$ cat src/sv/tsbm_pkg.sv
package tsbm_pkg;

	localparam int ACT_W = 3;
	localparam int BYTE_W = 8;
	localparam int CMD_W = 3;
	localparam int CFG_IDX_W = 1;
	localparam int QDEPTH = 2;
	localparam int QAW = $clog2(QDEPTH);
	localparam int QCW = $clog2(QDEPTH + 1);

	localparam logic [ACT_W-1:0] ACT_TICK = 3'd0;
	localparam logic [ACT_W-1:0] ACT_RESET = 3'd1;
	localparam logic [ACT_W-1:0] ACT_START = 3'd2;
	localparam logic [ACT_W-1:0] ACT_WRITE = 3'd3;
	localparam logic [ACT_W-1:0] ACT_READ = 3'd4;

	localparam logic [CMD_W-1:0] CMD_NONE = 3'd0;
	localparam logic [CMD_W-1:0] CMD_RESET = 3'd1;
	localparam logic [CMD_W-1:0] CMD_START = 3'd2;
	localparam logic [CMD_W-1:0] CMD_WRITE = 3'd3;
	localparam logic [CMD_W-1:0] CMD_READ = 3'd4;

	localparam logic [CFG_IDX_W-1:0] REG_SHORT = 1'd0;
	localparam logic [CFG_IDX_W-1:0] REG_LONG = 1'd1;

	localparam logic [BYTE_W-1:0] SHORT_RST = 8'd5;
	localparam logic [BYTE_W-1:0] LONG_RST = 8'd15;

	typedef struct packed {
		logic [CMD_W-1:0] cmd;
		logic [BYTE_W-1:0] tx_byte;
		logic end_read;
		logic data_line;
	} item_t;

endpackage

$ cat src/sv/tsbm_tick_if.sv
interface tsbm_tick_if;
	import tsbm_pkg::*;

	logic valid;
	logic ready;
	logic [ACT_W-1:0] action;
	logic [BYTE_W-1:0] tx_byte;
	logic end_read;
	logic data_line;

	modport source (output valid, output action, output tx_byte, output end_read,
		output data_line, input ready);
	modport sink (input valid, input action, input tx_byte, input end_read,
		input data_line, output ready);
endinterface

$ cat src/sv/tsbm_status_if.sv
interface tsbm_status_if;
	import tsbm_pkg::*;

	logic valid;
	logic ready;
	logic sck;
	logic data_drive;
	logic data_level;
	logic busy_res;
	logic op_done;
	logic [BYTE_W-1:0] rx_byte;
	logic ack_error;
	logic conversion_ready;

	modport source (output valid, output sck, output data_drive, output data_level,
		output busy_res, output op_done, output rx_byte, output ack_error,
		output conversion_ready, input ready);
	modport sink (input valid, input sck, input data_drive, input data_level,
		input busy_res, input op_done, input rx_byte, input ack_error,
		input conversion_ready, output ready);
endinterface

$ cat src/sv/tsbm_front.sv
module tsbm_front (
	input logic clk,
	input logic arst_n,
	tsbm_tick_if.sink tick,
	output logic push_valid,
	input logic push_ready,
	output tsbm_pkg::item_t push_item
);
	import tsbm_pkg::*;

	logic valid_s1;
	item_t item_s1;
	logic [CMD_W-1:0] cmd;

	always_comb begin
		case (tick.action)
			ACT_RESET: cmd = CMD_RESET;
			ACT_START: cmd = CMD_START;
			ACT_WRITE: cmd = CMD_WRITE;
			ACT_READ: cmd = CMD_READ;
			default: cmd = CMD_NONE;
		endcase
	end

	assign tick.ready = !valid_s1 || push_ready;

	always_ff @(posedge clk or negedge arst_n) begin
		if (!arst_n) begin
			valid_s1 <= 1'b0;
		end else if (tick.ready) begin
			valid_s1 <= tick.valid;
		end
	end

	always_ff @(posedge clk) begin
		if (tick.ready && tick.valid) begin
			item_s1.cmd <= cmd;
			item_s1.tx_byte <= tick.tx_byte;
			item_s1.end_read <= tick.end_read;
			item_s1.data_line <= tick.data_line;
		end
	end

	assign push_valid = valid_s1;
	assign push_item = item_s1;
endmodule

$ cat src/sv/tsbm_queue.sv
module tsbm_queue (
	input logic clk,
	input logic arst_n,
	input logic push_valid,
	output logic push_ready,
	input tsbm_pkg::item_t push_item,
	output logic pop_valid,
	input logic pop_ready,
	output tsbm_pkg::item_t pop_item
);
	import tsbm_pkg::*;

	item_t entry_q [QDEPTH];
	logic [QAW-1:0] wr_ptr_q;
	logic [QAW-1:0] rd_ptr_q;
	logic [QCW-1:0] count_q;
	logic push;
	logic pop;

	assign push_ready = count_q != QCW'(QDEPTH);
	assign pop_valid = count_q != '0;
	assign pop_item = entry_q[rd_ptr_q];
	assign push = push_valid && push_ready;
	assign pop = pop_valid && pop_ready;

	always_ff @(posedge clk or negedge arst_n) begin
		if (!arst_n) begin
			wr_ptr_q <= '0;
			rd_ptr_q <= '0;
			count_q <= '0;
		end else begin
			if (push) begin
				wr_ptr_q <= wr_ptr_q + QAW'(1);
			end
			if (pop) begin
				rd_ptr_q <= rd_ptr_q + QAW'(1);
			end
			if (push && !pop) begin
				count_q <= count_q + QCW'(1);
			end else if (pop && !push) begin
				count_q <= count_q - QCW'(1);
			end
		end
	end

	always_ff @(posedge clk) begin
		if (push) begin
			entry_q[wr_ptr_q] <= push_item;
		end
	end

`ifndef SYNTHESIS
	a_count_bound: assert property (@(posedge clk) disable iff (!arst_n)
		count_q <= QCW'(QDEPTH))
		else $error("Queue holds more entries than its depth.");
`endif
endmodule

$ cat src/sv/tsbm_back.sv
module tsbm_back (
	input logic clk,
	input logic arst_n,
	input logic [tsbm_pkg::BYTE_W-1:0] short_ticks,
	input logic [tsbm_pkg::BYTE_W-1:0] long_ticks,
	input logic pop_valid,
	output logic pop_ready,
	input tsbm_pkg::item_t pop_item,
	tsbm_status_if.source status
);
	import tsbm_pkg::*;

	localparam int PH_W = 5;
	localparam int CNT_W = 4;
	localparam logic [PH_W-1:0] P_IDLE = 5'd0;
	localparam logic [PH_W-1:0] P_WSET = 5'd1;
	localparam logic [PH_W-1:0] P_WHIGH = 5'd2;
	localparam logic [PH_W-1:0] P_WLOW = 5'd3;
	localparam logic [PH_W-1:0] P_WACKH = 5'd4;
	localparam logic [PH_W-1:0] P_WACKS = 5'd5;
	localparam logic [PH_W-1:0] P_RREL = 5'd6;
	localparam logic [PH_W-1:0] P_RHIGH = 5'd7;
	localparam logic [PH_W-1:0] P_RLOW = 5'd8;
	localparam logic [PH_W-1:0] P_RACK = 5'd9;
	localparam logic [PH_W-1:0] P_RTAIL = 5'd10;
	localparam logic [PH_W-1:0] P_CPRE = 5'd11;
	localparam logic [PH_W-1:0] P_CHIGH = 5'd12;
	localparam logic [PH_W-1:0] P_CLOW = 5'd13;
	localparam logic [PH_W-1:0] P_S1 = 5'd14;
	localparam logic [PH_W-1:0] P_S2 = 5'd15;
	localparam logic [PH_W-1:0] P_S3 = 5'd16;
	localparam logic [PH_W-1:0] P_S4 = 5'd17;
	localparam logic [PH_W-1:0] P_S5 = 5'd18;
	localparam logic [PH_W-1:0] P_S6 = 5'd19;
	localparam logic [PH_W-1:0] P_S7 = 5'd20;
	localparam logic [CNT_W-1:0] BITS_PER_BYTE = 4'd8;
	localparam logic [CNT_W-1:0] RESET_CLOCKS = 4'd9;

	typedef struct packed {
		logic sck;
		logic drv;
		logic lvl;
		logic is_long;
	} pins_t;

	function automatic pins_t enter_pins(input logic [PH_W-1:0] p,
		input logic [BYTE_W-1:0] sh, input logic lvl, input logic rend);
		pins_t r;
		case (p)
			P_WSET: r = '{1'b0, 1'b1, sh[BYTE_W-1], 1'b0};
			P_WHIGH: r = '{1'b1, 1'b1, sh[BYTE_W-1], 1'b1};
			P_WLOW: r = '{1'b0, 1'b1, lvl, 1'b0};
			P_WACKH: r = '{1'b1, 1'b0, 1'b0, 1'b1};
			P_WACKS: r = '{1'b1, 1'b0, 1'b0, 1'b0};
			P_RREL: r = '{1'b0, 1'b0, 1'b0, 1'b0};
			P_RHIGH: r = '{1'b1, 1'b0, 1'b0, 1'b0};
			P_RLOW: r = '{1'b0, 1'b0, 1'b0, 1'b0};
			P_RACK: r = '{1'b1, 1'b1, rend, 1'b1};
			P_RTAIL: r = '{1'b0, 1'b1, rend, 1'b0};
			P_CPRE: r = '{1'b0, 1'b1, 1'b1, 1'b0};
			P_CHIGH: r = '{1'b1, 1'b1, 1'b1, 1'b1};
			P_CLOW: r = '{1'b0, 1'b1, 1'b1, 1'b1};
			P_S1: r = '{1'b0, 1'b1, 1'b1, 1'b0};
			P_S2: r = '{1'b1, 1'b1, 1'b1, 1'b0};
			P_S3: r = '{1'b1, 1'b1, 1'b0, 1'b0};
			P_S4: r = '{1'b0, 1'b1, 1'b0, 1'b1};
			P_S5: r = '{1'b1, 1'b1, 1'b0, 1'b0};
			P_S6: r = '{1'b1, 1'b1, 1'b1, 1'b0};
			P_S7: r = '{1'b0, 1'b1, 1'b1, 1'b0};
			default: r = '{1'b0, 1'b0, 1'b0, 1'b0};
		endcase
		return r;
	endfunction

	logic [PH_W-1:0] phase_q, phase_n;
	logic [CNT_W-1:0] bit_q, bit_n;
	logic [BYTE_W-1:0] dly_q, dly_n;
	logic [BYTE_W-1:0] sh_q, sh_n;
	logic [BYTE_W-1:0] rx_q, rx_n;
	logic ack_q, ack_n;
	logic rend_q, rend_n;
	logic sck_q, sck_n;
	logic drv_q, drv_n;
	logic lvl_q, lvl_n;
	logic done;
	logic ent;
	logic fin;
	logic [PH_W-1:0] ent_p;
	logic [BYTE_W-1:0] len;
	pins_t pins;
	logic out_valid_q;
	logic pop;

	assign pop_ready = !out_valid_q || status.ready;
	assign pop = pop_valid && pop_ready;

	always_comb begin
		phase_n = phase_q;
		bit_n = bit_q;
		dly_n = dly_q;
		sh_n = sh_q;
		rx_n = rx_q;
		ack_n = ack_q;
		rend_n = rend_q;
		sck_n = sck_q;
		drv_n = drv_q;
		lvl_n = lvl_q;
		done = 1'b0;
		ent = 1'b0;
		fin = 1'b0;
		ent_p = P_IDLE;
		if (phase_q == P_IDLE) begin
			if (pop_item.cmd != CMD_NONE) begin
				bit_n = '0;
				ent = 1'b1;
				case (pop_item.cmd)
					CMD_RESET: ent_p = P_CPRE;
					CMD_START: ent_p = P_S1;
					CMD_WRITE: begin
						sh_n = pop_item.tx_byte;
						ent_p = P_WSET;
					end
					default: begin
						sh_n = '0;
						rend_n = pop_item.end_read;
						ent_p = P_RREL;
					end
				endcase
			end
		end else if (dly_q != '0) begin
			dly_n = dly_q - BYTE_W'(1);
		end else begin
			ent = 1'b1;
			case (phase_q)
				P_WSET: ent_p = P_WHIGH;
				P_WHIGH: begin
					sh_n = {sh_q[BYTE_W-2:0], 1'b0};
					ent_p = P_WLOW;
				end
				P_WLOW: begin
					bit_n = bit_q + CNT_W'(1);
					ent_p = (bit_n < BITS_PER_BYTE) ? P_WSET : P_WACKH;
				end
				P_WACKH: begin
					ack_n = pop_item.data_line;
					ent_p = P_WACKS;
				end
				P_RREL: ent_p = P_RHIGH;
				P_RHIGH: begin
					sh_n = {sh_q[BYTE_W-2:0], pop_item.data_line};
					ent_p = P_RLOW;
				end
				P_RLOW: begin
					bit_n = bit_q + CNT_W'(1);
					ent_p = (bit_n < BITS_PER_BYTE) ? P_RHIGH : P_RACK;
				end
				P_RACK: ent_p = P_RTAIL;
				P_RTAIL: begin
					rx_n = sh_q;
					ent = 1'b0;
					fin = 1'b1;
				end
				P_CPRE: ent_p = P_CHIGH;
				P_CHIGH: ent_p = P_CLOW;
				P_CLOW: begin
					bit_n = bit_q + CNT_W'(1);
					ent_p = (bit_n < RESET_CLOCKS) ? P_CHIGH : P_S1;
				end
				P_S1: ent_p = P_S2;
				P_S2: ent_p = P_S3;
				P_S3: ent_p = P_S4;
				P_S4: ent_p = P_S5;
				P_S5: ent_p = P_S6;
				P_S6: ent_p = P_S7;
				default: begin
					ent = 1'b0;
					fin = 1'b1;
				end
			endcase
		end
		pins = enter_pins(ent_p, sh_n, lvl_q, rend_n);
		len = pins.is_long ? long_ticks : short_ticks;
		if (ent) begin
			phase_n = ent_p;
			sck_n = pins.sck;
			drv_n = pins.drv;
			lvl_n = pins.drv & pins.lvl;
			dly_n = (len == '0) ? '0 : len - BYTE_W'(1);
		end
		if (fin) begin
			phase_n = P_IDLE;
			dly_n = '0;
			sck_n = 1'b0;
			drv_n = 1'b0;
			lvl_n = 1'b0;
			done = 1'b1;
		end
	end

	always_ff @(posedge clk or negedge arst_n) begin
		if (!arst_n) begin
			phase_q <= P_IDLE;
			bit_q <= '0;
			dly_q <= '0;
			sh_q <= '0;
			rx_q <= '0;
			ack_q <= 1'b0;
			rend_q <= 1'b0;
			sck_q <= 1'b0;
			drv_q <= 1'b0;
			lvl_q <= 1'b0;
			out_valid_q <= 1'b0;
		end else begin
			if (pop) begin
				phase_q <= phase_n;
				bit_q <= bit_n;
				dly_q <= dly_n;
				sh_q <= sh_n;
				rx_q <= rx_n;
				ack_q <= ack_n;
				rend_q <= rend_n;
				sck_q <= sck_n;
				drv_q <= drv_n;
				lvl_q <= lvl_n;
				out_valid_q <= 1'b1;
			end else if (status.ready) begin
				out_valid_q <= 1'b0;
			end
		end
	end

	always_ff @(posedge clk) begin
		if (pop) begin
			status.sck <= sck_n;
			status.data_drive <= drv_n;
			status.data_level <= lvl_n;
			status.busy_res <= phase_n != P_IDLE;
			status.op_done <= done;
			status.rx_byte <= rx_n;
			status.ack_error <= ack_n;
			status.conversion_ready <= !pop_item.data_line;
		end
	end

	assign status.valid = out_valid_q;

`ifndef SYNTHESIS
	a_idle_released: assert property (@(posedge clk) disable iff (!arst_n)
		(phase_q == P_IDLE) |-> (!sck_q && !drv_q && dly_q == '0))
		else $error("Pins or delay left active while the sequencer is idle.");
	a_level_released: assert property (@(posedge clk) disable iff (!arst_n)
		!drv_q |-> !lvl_q)
		else $error("Data level is set while the data pin is released.");
	a_done_not_busy: assert property (@(posedge clk) disable iff (!arst_n)
		(status.valid && status.op_done) |-> !status.busy_res)
		else $error("Completion reported while a command is still running.");
`endif
endmodule

$ cat src/sv/two_wire_sensor_bus_master.sv
// One input transfer is one bus tick; the block takes a tick every cycle unless the status stalls.
// A tick's status passes the classify stage register, the queue and the status register before it is valid.
// Throughput: one tick per cycle unless the status output stalls, one sequencer step per tick.
// Reset is asynchronous and active low; it idles the sequencer, releases the pins
// and loads the phase lengths with five short and fifteen long ticks.
module two_wire_sensor_bus_master (
	input logic clk,
	input logic arst_n,
	input logic cfg_we,
	input logic [tsbm_pkg::CFG_IDX_W-1:0] cfg_index,
	input logic [tsbm_pkg::BYTE_W-1:0] cfg_wdata,
	tsbm_tick_if.sink tick,
	tsbm_status_if.source status
);
	import tsbm_pkg::*;

	logic [BYTE_W-1:0] short_ticks_q;
	logic [BYTE_W-1:0] long_ticks_q;
	logic push_valid;
	logic push_ready;
	item_t push_item;
	logic pop_valid;
	logic pop_ready;
	item_t pop_item;

	always_ff @(posedge clk or negedge arst_n) begin
		if (!arst_n) begin
			short_ticks_q <= SHORT_RST;
			long_ticks_q <= LONG_RST;
		end else if (cfg_we) begin
			case (cfg_index)
				REG_SHORT: short_ticks_q <= cfg_wdata;
				REG_LONG: long_ticks_q <= cfg_wdata;
				default: ;
			endcase
		end
	end

	tsbm_front u_front (
		.clk(clk),
		.arst_n(arst_n),
		.tick(tick),
		.push_valid(push_valid),
		.push_ready(push_ready),
		.push_item(push_item)
	);

	tsbm_queue u_queue (
		.clk(clk),
		.arst_n(arst_n),
		.push_valid(push_valid),
		.push_ready(push_ready),
		.push_item(push_item),
		.pop_valid(pop_valid),
		.pop_ready(pop_ready),
		.pop_item(pop_item)
	);

	tsbm_back u_back (
		.clk(clk),
		.arst_n(arst_n),
		.short_ticks(short_ticks_q),
		.long_ticks(long_ticks_q),
		.pop_valid(pop_valid),
		.pop_ready(pop_ready),
		.pop_item(pop_item),
		.status(status)
	);
endmodule

$ cat src/flat_wrapper.sv
// flat-port wrapper written by rule: the top's interface ports become plain ports
module two_wire_sensor_bus_master_flat import tsbm_pkg::*;
  (clk, arst_n, cfg_we, cfg_index, cfg_wdata, tick_valid, tick_action, tick_tx_byte, tick_end_read, tick_data_line, tick_ready, status_valid, status_sck, status_data_drive, status_data_level, status_busy_res, status_op_done, status_rx_byte, status_ack_error, status_conversion_ready, status_ready);
  tsbm_tick_if tick_i ();
  tsbm_status_if status_i ();
  input logic clk;
  input logic arst_n;
  input logic cfg_we;
  input logic [tsbm_pkg::CFG_IDX_W-1:0] cfg_index;
  input logic [tsbm_pkg::BYTE_W-1:0] cfg_wdata;
  input wire logic [$bits(tick_i.valid)-1:0] tick_valid;
  input wire logic [$bits(tick_i.action)-1:0] tick_action;
  input wire logic [$bits(tick_i.tx_byte)-1:0] tick_tx_byte;
  input wire logic [$bits(tick_i.end_read)-1:0] tick_end_read;
  input wire logic [$bits(tick_i.data_line)-1:0] tick_data_line;
  output wire logic [$bits(tick_i.ready)-1:0] tick_ready;
  output wire logic [$bits(status_i.valid)-1:0] status_valid;
  output wire logic [$bits(status_i.sck)-1:0] status_sck;
  output wire logic [$bits(status_i.data_drive)-1:0] status_data_drive;
  output wire logic [$bits(status_i.data_level)-1:0] status_data_level;
  output wire logic [$bits(status_i.busy_res)-1:0] status_busy_res;
  output wire logic [$bits(status_i.op_done)-1:0] status_op_done;
  output wire logic [$bits(status_i.rx_byte)-1:0] status_rx_byte;
  output wire logic [$bits(status_i.ack_error)-1:0] status_ack_error;
  output wire logic [$bits(status_i.conversion_ready)-1:0] status_conversion_ready;
  input wire logic [$bits(status_i.ready)-1:0] status_ready;
  assign tick_i.valid = tick_valid;
  assign tick_i.action = tick_action;
  assign tick_i.tx_byte = tick_tx_byte;
  assign tick_i.end_read = tick_end_read;
  assign tick_i.data_line = tick_data_line;
  assign tick_ready = tick_i.ready;
  assign status_valid = status_i.valid;
  assign status_sck = status_i.sck;
  assign status_data_drive = status_i.data_drive;
  assign status_data_level = status_i.data_level;
  assign status_busy_res = status_i.busy_res;
  assign status_op_done = status_i.op_done;
  assign status_rx_byte = status_i.rx_byte;
  assign status_ack_error = status_i.ack_error;
  assign status_conversion_ready = status_i.conversion_ready;
  assign status_i.ready = status_ready;
  two_wire_sensor_bus_master u_core (.clk(clk), .arst_n(arst_n), .cfg_we(cfg_we), .cfg_index(cfg_index), .cfg_wdata(cfg_wdata), .tick(tick_i), .status(status_i));
endmodule
$ cat config.mk
export PLATFORM = sky130hd
export DESIGN_NAME = two_wire_sensor_bus_master_flat
export DESIGN_NICKNAME = d
export VERILOG_FILES = /design/src/sv/tsbm_pkg.sv /design/src/sv/tsbm_tick_if.sv /design/src/sv/tsbm_status_if.sv /design/src/sv/tsbm_front.sv /design/src/sv/tsbm_queue.sv /design/src/sv/tsbm_back.sv /design/src/sv/two_wire_sensor_bus_master.sv /design/src/flat_wrapper.sv
export SDC_FILE = /design/constraint.sdc
export NUM_CORES = 1
export LEC_CHECK = 0
export ABC_AREA = 1
export BUFFER_PORTS_ARGS = -buffer_cell sky130_fd_sc_hd__buf_4
export CAP_MARGIN = 20
export CORE_MARGIN = 10
export CORE_UTILIZATION = 65
export CTS_BUF_LIST = sky130_fd_sc_hd__clkbuf_16
export DETAILED_ROUTE_END_ITERATION = 16
export PLACE_DENSITY = 0.85
export SETUP_SLACK_MARGIN = 0.4
export SLEW_MARGIN = 20
export SYNTH_ARGS = -nofsm -noshare
export SYNTH_HDL_FRONTEND = slang
export SYNTH_HIERARCHICAL = 1
export SYNTH_SLANG_ARGS = --single-unit
$ cat constraint.sdc
create_clock -name clk -period 8.6 [get_ports clk]
set_input_delay 0 -clock clk [delete_from_list [all_inputs] [get_ports clk]]
set_output_delay 0 -clock clk [all_outputs]
set_load 0.1 [all_outputs]
==> reports/results.tsv <==
stage	metric	value	unit
worst_setup_path	cpPeakStageDelay	0.65	ns
logic_synthesis	synth_nets	770	
logic_synthesis	ys_warn_count	6	
clocking	cts-root-buf	clkbuf_16	
timing	fmax	277	MHz
timing	rsz0062_at_grt	no	
placement	dp_hpwl	9860	um
global_route	antenna_found_initial	1	
cells_and_area	drive_gt1_share	18.4	%
global_route	grt_max_degree	61	
global_route	grt.overflow.total	0	
worst_setup_path	cp_common_cell	nand2_1	
worst_setup_path	cp-end-kind	register	
logic_synthesis	syn-cell-area	6210	um^2
logic_synthesis	ys_top_cells_by_count	nand2_1 (254), inv_1 (75), dfrtp_1 (54), edfxtp_1 (54), nand3_1 (51)	
worst_setup_path	critPathKind	reg2reg	
logic_synthesis	muxShareOfSynthArea	0.161	%
clocking	htree_levels	4	
timing	setup_viol	0	
logic_synthesis	yosys.area_share.simple	31.6	%
logic_synthesis	ys.flop_type	edfxtp_1	
die	die_w	118	um
worst_setup_path	path_cells	inv_2, nand2_1, nand2_1, nor2_1, inv_1, nor2_1, nor2_4, nand2_1, a21boi_4, nand3_1, nand2_1, inv_2, nand4_4, nand2_1, nand2_1, ha_1, inv_1, nor2_2, nand2_4, nand3_1, nand2_1, nand2_1, nand2_1	
die	num_rows	35	
detailed_routing	first_iter_violations	726	
timing	slew_viol_final	0	
detailed_routing	detail_route.wl_per_cell	17.1	um
timing	relSlewSlack	28.5	%
cells_and_area	nets	853	
placement	placed_cell_area	6590	um^2
worst_setup_path	worstPathMaxFanout	15	
worst_setup_path	worstPathRequired	8.89	ns
clocking	cts_buffers	17	
outcome	status	complete, no violations	
timing	worst_slew_pin_slew	1.07	ns
pwr	ir_worst_vdd	0.297	mV
worst_setup_path	reg2regPathDepth	23	
detailed_routing	drt-total-wl	16400	um
global_route	grt_pass1_vias	5532	
global_route	busiest_layer	met2	
timing	clock_skew	0.00952	ns
worst_setup_path	worst_path_max_delay_cell	dfrtp_1	
die	die_h	118	um
global_route	use_met1	26.8	%
logic_synthesis	synth_top_family_by_area	simple AND/OR/NAND/NOR gates	
die	die-area	13900	um^2
timing	fin_crit_sh	41.9	%
clocking	max-clock-path-buffers	2	
die	core_area	9280	um^2
cells_and_area	fin_area	7540	um^2
logic_synthesis	synth_area_per_cell	8.43	um^2
flow_run	drv_cap	0	
logic_synthesis	yosys.area_share.adder	1.21	%
worst_setup_path	crit_family	simple AND/OR/NAND/NOR gates	
pwr	power_density	437	nW/um^2
logic_synthesis	synth_top_area_share	26.1	%
die	ios	44	
worst_setup_path	r2r_slack	5.00	ns
worst_setup_path	critPathLaunchType	register	
worst_setup_path	critPathBufInv	4	
logic_synthesis	ys_ff_latch	114	
global_route	grtUsageMet3	6.28	%
min_path	min_path_type	in2async	
worst_setup_path	r2r_end	u_core/u_back/dly_q[5]$_DFFE_PN0P_	
logic_synthesis	ys_top_cells_by_area	edfxtp_1 (26%), dfrtp_1 (22%), nand2_1 (15%), inv_1 (4.5%), nand3_1 (4.1%)	
logic_synthesis	synth-edff-count	54	
clocking	cts_resized	0	
die	initial_core_util	66.9	%
global_route	grt.met2_usage	39.2	%
worst_setup_path	reg2reg_from	u_core/u_queue/rd_ptr_q$_DFFE_PN0P_	
clocking	clock_latency	0.41	ns
logic_synthesis	ys_seq_area_share	50.4	%
placement	port_buffers	43	
clocking	cts_tree	built	
logic_synthesis	synth_most_common_cell	nand2_1	
worst_setup_path	worstSetupStartpoint	u_core/u_queue/rd_ptr_q$_DFFE_PN0P_	
clocking	cts.sink_count	114	
logic_synthesis	async_reset_ff_share	52.6	%
global_route	grt_pass1_wl	26600	um
detailed_routing	drt_drc_violations_left	0	
cells_and_area	syn_to_final_growth	21.4	%
worst_setup_path	critPathCapture	u_core/u_back/dly_q[5]$_DFFE_PN0P_	
timing	final.min_clock_period	3.60	ns
detailed_routing	num_vias	5679	
detailed_routing	vias_per_cell	5.90	
detailed_routing	first_pass_iters	6	
worst_setup_path	cp.depth	23	
logic_synthesis	synth_cell_types	46	
pwr	power_leakage	3.58	nW
global_route	grt.total_usage	23.1	%
timing	finalSetupTns	0	ns
logic_synthesis	synth_compound_area_share	8.00	%
logic_synthesis	synth_top_area_cell	edfxtp_1	
timing	hold_violations	0	
logic_synthesis	synth_cells	737	
worst_setup_path	crit_arrival	3.90	ns
placement	gp_congestion	1.08	
logic_synthesis	synth-xor-area-share	0.987	%
clocking	clk_pin_slew	0.06	ns
detailed_routing	ant_nets	0	
[timing repair]
item                                   in CTS  in global routing
hold buffers                               34                  0
endpoints found under the hold margin      85                  0
setup buffers                               0                  0
[worst register-to-register path, cell delays in order (launching register included)]
cell and delay, ns:
dfrtp_1 0.65, inv_2 0.22, nand2_1 0.11, nand2_1 0.10
nor2_1 0.12, inv_1 0.06, nor2_1 0.32, nor2_4 0.09
nand2_1 0.11, a21boi_4 0.26, nand3_1 0.17, nand2_1 0.15
inv_2 0.07, nand4_4 0.10, nand2_1 0.07, nand2_1 0.13
ha_1 0.17, inv_1 0.05, nor2_2 0.15, nand2_4 0.09
nand3_1 0.09, nand2_1 0.06, nand2_1 0.11, nand2_1 0.06
[per-layer routing]
layer,share of wire (%),routed length [um],up-vias
met5,0,0,-
met2,49,8010,397
met4,4.0,650,0
li1,-,-,2562
met3,9.9,1620,86
met1,37,6160,2634
[worst min path at each step]
| stage | startpoint | end | cells after the start |
|---|---|---|---|
| 2_1_floorplan | arst_n | u_core/long_ticks_q[4]$_DFFE_PN0P_ | 0 |
| 3_3_place_gp | arst_n | u_core/u_queue/wr_ptr_q$_DFFE_PN0P_ | 1 |
| 3_5_place_dp | arst_n | u_core/u_back/status.valid$_DFFE_PN0P_ | 1 |
| 4_1_cts | arst_n | u_core/u_back/rx_q[5]$_DFFE_PN0P_ | 2 |
| 5_1_grt | arst_n | u_core/u_queue/count_q[0]$_DFFE_PN0P_ | 2 |
| 6_report | arst_n | u_core/u_queue/count_q[0]$_DFFE_PN0P_ | 2 |
[per-stage QoR]
stage          hold slack [ns]  std cells  total power, mW  utilization [%]  setup slack, ns
2_1_floorplan           -0.296        737             2.19                -             5.77
3_3_place_gp             0.132        895             2.41             71.0             5.41
3_5_place_dp             0.143        895             2.48             71.0             5.16
4_1_cts                  0.261        961             3.22             81.1             5.08
5_1_grt                  0.280        963             3.49             81.2             4.65
6_report                 0.214        963             3.29             81.2             5.00
[cell families (layout without fill, tap and decap cells)]
logic type                 count (synthesis)  in the layout
AOI/OAI and AO/OA                         84             84
xor gates and xnor gates                   7              7
adders and majority gates                  6              6
buffers and inverters                    106            202
DFF                                      114            114
muxes                                      1              1
other                                      0              1
and+or+nand+nor                          419            419
[sequential cells by signal, summed over array words and instances, names as in the netlist, 2 cells and up]
register	flops
u_core/u_back/sh_q	8
u_core/u_back/rx_q	8
u_core/u_back/phase_q	5
u_core/u_queue/entry_q	26
u_core/u_back/dly_q	8
u_core/u_back/bit_q	4
u_core/u_queue/count_q	2
u_core/u_front/push_item	13
u_core/long_ticks_q	8
u_core/u_back/status.rx_byte	8
u_core/short_ticks_q	8
[where the power goes]
group | total, mW | internal (mW) | leakage [nW] | switching, mW
combinational | 1.65 | 0.460 | 2.02 | 1.19
clock | 0.716 | 0.436 | 0.296 | 0.280
sequential | 0.928 | 0.789 | 1.26 | 0.139
[layout make-up]
class,count,area [um^2]
antenna,1,2.50
clock buffer,17,425
clock inverter,15,173
fill,510,1740
inverter,90,353
multi-input combinational,517,2610
sequential,114,3130
tap,129,161
timing repair buffer,80,686
[cells in the final DEF, fill, tap and decap left out, types with 15 or more instances in the layout]
cell and instances:
a21oi_1 15, buf_4 46, clkbuf_16 17, dfrtp_1 54, dlygate4sd3_1 34, edfxtp_1 54
inv_1 75, nand2_1 254, nand2_2 16, nand3_1 51, nor2_1 47, o21ai_0 40
Note: power is estimated with default switching activity, not from simulation.
